### config.mk
export PLATFORM = sky130hd
export DESIGN_NAME = lrs_alu
export DESIGN_NICKNAME = d
export VERILOG_FILES = /design/src/rtl/lrs_pkg.sv /design/src/rtl/lrs_alu.sv
export SDC_FILE = /design/constraint.sdc
export NUM_CORES = 2
export LEC_CHECK = 0
export ABC_AREA = 1
export BUFFER_PORTS_ARGS = -buffer_cell sky130_fd_sc_hd__buf_2
export CORE_MARGIN = 2
export CORE_UTILIZATION = 45
export DETAILED_ROUTE_END_ITERATION = 8
export GPL_ROUTABILITY_DRIVEN = 0
export GPL_TIMING_DRIVEN = 0
export PLACE_DENSITY = 0.73
export SYNTH_ARGS = -nofsm -noshare
export SYNTH_HDL_FRONTEND = slang
export SYNTH_SLANG_ARGS = --single-unit
### constraint.sdc
create_clock -name vclk -period 6.9
set_input_delay 0.69 -clock vclk [all_inputs]
set_output_delay 0.69 -clock vclk [all_outputs]
set_load 0.005 [all_outputs]
### src/rtl/lrs_pkg.sv
// ----------------------------------------------------------------------------
// lrs_pkg
// Shared types and constants of the lazy range set/add, sum/min/max tree:
// sizes, command codes, node word layout and shared unit request.
// ----------------------------------------------------------------------------
package lrs_pkg;

  // sizes
  localparam int MAX_ELEMENTS = 1024;
  localparam int IDX_W        = 10;
  localparam int LEN_W        = 11;
  localparam int DATA_W       = 64;
  localparam int NODE_AW      = $clog2(MAX_ELEMENTS) + 1;
  localparam int NODE_DEPTH   = 1 << NODE_AW;
  localparam int STK_AW       = $clog2(NODE_AW);
  localparam int STK_DEPTH    = 1 << STK_AW;

  // empty-range identities
  localparam logic [DATA_W-1:0] BIG_VALUE     = 64'd2000000000000000000;
  localparam logic [DATA_W-1:0] NEG_BIG_VALUE = ~BIG_VALUE + 64'd1;

  // command codes
  localparam logic [1:0] CMD_ASSIGN = 2'd0;
  localparam logic [1:0] CMD_ADD    = 2'd1;
  localparam logic [1:0] CMD_QUERY  = 2'd2;

  // shared unit operations
  typedef enum logic [1:0] {
    ALU_ADD = 2'd0,
    ALU_MUL = 2'd1,
    ALU_MIN = 2'd2,
    ALU_MAX = 2'd3
  } alu_op_t;

  typedef struct packed {
    alu_op_t             op;
    logic [DATA_W-1:0]   a;
    logic [DATA_W-1:0]   b;
    logic [LEN_W-1:0]    cnt;
  } alu_req_t;

  // one tree node as stored in the node memory
  typedef struct packed {
    logic [DATA_W-1:0] sum;
    logic [DATA_W-1:0] mn;
    logic [DATA_W-1:0] mx;
    logic [DATA_W-1:0] add;
    logic [DATA_W-1:0] asg;
    logic              flag;
  } node_t;

  // walk frame phases
  typedef enum logic [1:0] {
    PH_ENTER = 2'd0,
    PH_RIGHT = 2'd1,
    PH_PULL  = 2'd2
  } ph_t;

  typedef struct packed {
    logic [NODE_AW-1:0] node;
    logic [IDX_W-1:0]   lo;
    logic [IDX_W-1:0]   hi;
    ph_t                ph;
  } frame_t;

  // where a tag application returns to
  typedef enum logic [1:0] {
    RET_POP      = 2'd0,
    RET_PD_RIGHT = 2'd1,
    RET_PD_DONE  = 2'd2
  } ret_t;

endpackage

### src/rtl/lrs_alu.sv
// ----------------------------------------------------------------------------
// lrs_alu
// Shared arithmetic unit: wrapping add, span count times value, signed min
// and signed max. One operation per cycle, result registered by the caller.
// ----------------------------------------------------------------------------
module lrs_alu (
  input  lrs_pkg::alu_req_t              req,
  output logic [lrs_pkg::DATA_W-1:0]     y
);

  logic [lrs_pkg::DATA_W+lrs_pkg::LEN_W-1:0] prod;

  // count times value, low word kept
  assign prod = {{lrs_pkg::LEN_W{1'b0}}, req.b} * {{lrs_pkg::DATA_W{1'b0}}, req.cnt};

  // operation select
  always_comb begin
    case (req.op)
      lrs_pkg::ALU_ADD: y = req.a + req.b;
      lrs_pkg::ALU_MUL: y = prod[lrs_pkg::DATA_W-1:0];
      lrs_pkg::ALU_MIN: y = ($signed(req.b) < $signed(req.a)) ? req.b : req.a;
      lrs_pkg::ALU_MAX: y = ($signed(req.a) < $signed(req.b)) ? req.b : req.a;
      default:          y = req.a;
    endcase
  end

endmodule

# ---- After elaboration in Yosys (flattened, before gate mapping)
# Cells that the tools add are included.
dict set report totals {
  n_memories 0
  ramBits 0
  output_inout_bits 64
  inputBits 141
  rom_bits 0
  latch_bits 0
  word_cells 11
  register_bits 0
}
dict set report classes {
  add_sub_neg 1
  muxes 3
  eq_ne 3
  reduce_logical 1
  n_lt_le_gt_ge 2
  bitwise_logic 0
  shifts 0
  mul 1
  n_div 0
}
# op count
set ops {}
lappend ops {{$pmux 64 s4} 1}
lappend ops {{$lt 64x64->1} 2}
lappend ops {{$mux 64} 2}
lappend ops {{$add 64x64->64} 1}
lappend ops {{$mul 64x11->64} 1}
lappend ops {{$eq 2x2->1 const B} 2}
lappend ops {{$eq 2x1->1 const B} 1}
lappend ops {{$logic_not 2->1} 1}

# ---- Depth between registers and ports, before layout
dict set report logic_depth {
  word_depth 3
  depth_mapped 31
  depth_no_buf 29
}

# ---- Worst setup path before layout
# OpenSTA, ideal clock, no wires.
dict set report synth_path {
  path_type {in2out}
  startpoint {in req[5] (netlist bit)}
  endpoint {out y[36] (netlist bit)}
  slack_ns 0.584
  required_ns 6.210
  cell_stages 28
  arrival_time_ns 5.626
  n_path_buf 3
  path_cell_list {clkbuf_1 > clkbuf_1 > buf_1 > nand2_1 > fa_1 > inv_1 > fa_1 > fa_1 > fa_1 > inv_1 > fa_1 > inv_1 > ha_1 > nand2_1 > nor2_1 > inv_1 > nor2_1 > inv_1 > nor4_1 > nand2_1 > nand2_1 > nand2_1 > nand2_1 > nand2_1 > nand3_1 > nand2_1 > inv_1 > nand3_2}
}
dict set report synth_between {
  elab_chain_cells 2
}
# item line_no
set synth_rtl {}
lappend synth_rtl {{from (decl)} lrs_alu.sv:7} ;# input lrs_pkg::alu_req_t req,
lappend synth_rtl {{$mul 64x11->64} lrs_alu.sv:14} ;# assign prod = {{lrs_pkg::LEN_W{1'b0}}, req.b} * {{lrs_pkg::DATA_W{1'b0}}, req.cnt};
lappend synth_rtl {{$pmux 64 s4} lrs_alu.sv:18} ;# case (req.op)
lappend synth_rtl {{to (decl)} lrs_alu.sv:8} ;# output logic [lrs_pkg::DATA_W-1:0] y
# No other way between the ends.

# ---- Worst setup path in the final report
dict set report layout_path {
  startpoint {in req[4] (netlist bit)}
  endpoint {out y[45] (netlist bit)}
}
# Same word-level chain as after synthesis.

==> run summary <==
Traced cell by cell, the critical path runs through clkbuf_8, clkbuf_8, clkbuf_8, nand2_1, fa_1, fa_1, inv_1, fa_1, fa_1, fa_1, ha_2, a21oi_2, nor2_1, nor2_1, o21ai_1, o21bai_2, nand3b_1, or2_2, nand3_1, nand4_1, buf_2. For the total grt overflow, the log shows 0. The most repeated cell in the gate-level netlist after synthesis was sky130_fd_sc_hd__nand2_1. The peak supply drop was 450 uV.

The run gives 0 as the fraction of the yosys area taken by sequential cells. The total of buffers placed on input and output ports was 197; the post-detailed-route DRC marker count was 0. The number of placed I/O pins was 205; the share of cells above drive strength 1 was 0.113.

The floorplan step set the die width to 265 um. The run gives 0.354 as the combined global-route utilization of all metal layers. In this run the most critical hold path is launched from req[135]. The leakage power summed over all cells is 18.6 nW, and the row count is 95.

In the finished layout, the clock tree contains a buffer count of 0. Detailed routing inserted a total of 33800 vias. Summing every instance area after synthesis gives 0.0308 mm^2. STA classifies the critical path startpoint as a primary input. In the synthesized netlist, the number of instances is 4879. In this run the worst hold path is classified as primary input to output pin.

The iteration count of the initial detailed-routing pass was 8. The switching power as a share of total power was 0.656; the fraction of the cycle the final worst path needs was 1.00. The stage delay of the slowest cell on the critical path was 0.57 ns; the mean routed wirelength per cell was 21.3 um.

The die is 265 um tall. The worst max-slew margin expressed relative to the limit came out at 0.226. The count of flip-flops and latches was 0; the area growth from synthesis to layout was 11.2%.

The cell repeated most along the worst path is sky130_fd_sc_hd__fa_1. By count the netlist is led by sky130_fd_sc_hd__nand2_1 (1360), sky130_fd_sc_hd__inv_1 (1149), sky130_fd_sc_hd__fa_1 (508), sky130_fd_sc_hd__nand3_1 (372), sky130_fd_sc_hd__nor2_1 (361). The worst setup path is of the primary input to output pin kind. The worst setup path is captured at an output pin. Proportion of power drawn by flip-flops and latches: 0.

The initial DRC count was 4417. For the clock share of power, the log shows 0. The dominant cell type by area after synthesis was sky130_fd_sc_hd__fa_1. Wire length after detailed routing: 127000 um. The number of nets in the synthesized netlist is 5736, and the worst hold slack is 1.84 ns. The part of the power in combinational logic came out at 1.000. The worst hold path was traced through 6 stages. The final number of max-transition violations is 0.

Internal power comes to 5.99 mW. The number of nets in the finished design is 5920, and the cell count after placement is 5949. Among all stages on the critical path, the largest delay is contributed by sky130_fd_sc_hd__fa_1. The tools report the overall die area as 0.0705 mm^2. The setup-violating endpoint count in the final report was 1.

Data arrives at the worst endpoint at 6.24 ns. The highest net fanout along the worst path came out at 10. The flow ran to the end, but the final reports show violations.

The wire length of the first global-routing pass is 191000 um, and the time the worst path needs with I/O delays and setup is 6.93 ns. The distinct cell type count of the synthesized netlist was 38. The net switching power is 11.4 mW, and the achievable frequency is 144 MHz. The number of global-route vias before repair is 32600, and the detailed placer's ending HPWL is 107000 um. The count of endpoints failing hold in the final timing report was 0. By area the synthesized netlist is led by sky130_fd_sc_hd__fa_1 (33%), sky130_fd_sc_hd__nand2_1 (17%), sky130_fd_sc_hd__inv_1 (14%).

Max-cap violations in this run came to 0. Fraction of synthesized cell area taken by the top area cell type: 0.331. Final critical-path setup slack: -0.0297 ns. The finished layout holds 5941 standard cells, fillers aside. Setup repair after global routing could not meet its margin everywhere. The standard cell core area is 0.0674 mm^2.

The final reports fail on negative setup slack. The sequential cells in the finished layout cover a total of 0 um^2. For the pin with the worst max-slew slack, the measured transition is 1.15 ns.

The worst min-delay path endpoint was y[60]. The tools report the count of hold buffers inserted by post-cts repair as 0. Initial antenna violation count: 6. The number of vias per cell is 5.69.

The effective utilization at floorplan was 0.456; the synthesis warning total was 0. For the worst setup path, the data required time is 6.21 ns. Entering global routing, the biggest net connects 14 pins. In this run the mean area of a mapped cell was 6.31 um^2. The detail route stage leaves a number of antenna-violating nets equal to 0. Power spread over the standard cell area amounts to 509 mW/mm^2.
worst max-delay path, delay by kind of cell:
family          cells  cell delay [ns]
buf+inv             5             0.86
simple gates        7             1.25
compound gates      3             0.61
fa+ha+maj           6             2.79
routing by layer:
metal | vias to the layer above | GRT usage | wire length (um)
met5 | - | 0 | 23
li1 | 15000 | - | -
met1 | 15900 | 0.450 | 45200
met3 | 476 | 0.114 | 19500
met4 | 4 | 0.206 | 10200
met2 | 2414 | 0.529 | 51600
how the worst max path moves through the flow:
stage,startpoint,endpoint,slack (ns)
6_report,req[4],y[45],-0.03
5_1_grt,req[3],y[38],-0.12
4_1_cts,req[6],y[42],0.002
3_5_place_dp,req[8],y[50],-1.87
3_3_place_gp,req[8],y[50],-1.75
2_1_floorplan,req[5],y[36],0.58
power by group through the flow:
stage	clock (mW)	combinational [mW]	sequential, mW
2_1_floorplan	0	9.96	0
3_3_place_gp	0	14.5	0
3_5_place_dp	0	14.6	0
4_1_cts	0	15.3	0
6_report	0.000000577	17.4	0
cells in the final DEF, fill, tap and decap left out, drive strengths merged, types with 15 or more instances in the layout:
cell type / n
fa: 508
clkbuf: 87
nand4: 85
o21bai: 25
a21o: 15
inv: 1156
nand2: 1366
xor2: 36
o21ai: 174
buf: 290
a21boi: 29
nand3: 408
xnor2: 18
a21oi: 195
or2: 15
nor3: 43
nor2: 361
ha: 208
cell families after synthesis:
family	share of synthesized area
simple gates	0.318
buf+inv	0.172
fa+ha+maj	0.415
compound gates	0.0798
xor+xnor	0.0154
cell type report:
type                            instances  area (um^2)
Fill cell                            6774        33200
Multi-Input combinational cell       3528        26200
Inverter                             1156         4340
Buffer                                166         1400
Timing Repair Buffer                  211         1120
Tap cell                              873         1090
Antenna cell                            7         17.5
through the flow:
step	total power [mW]	TNS (ns)	worst slack, ns	utilization	cell area, um^2
3_3_place_gp	14.5	-66.64	-1.75	0.487	32800
2_1_floorplan	9.96	0	0.584	-	30800
5_1_grt	18.9	-0.747	-0.117	0.508	34200
6_report	17.4	-0.0297	-0.0297	0.508	34200
4_1_cts	15.3	0	0.00242	0.496	33400
3_5_place_dp	14.6	-70.59	-1.87	0.487	32800
timing repair:
action,4_1_cts,5_1_grt
resized for setup,223,282
setup endpoints to repair,58,48
setup buffers,4,10
hold endpoints to repair,0,0
pin swaps,8,29
Note: power is estimated with default switching activity, not from simulation.
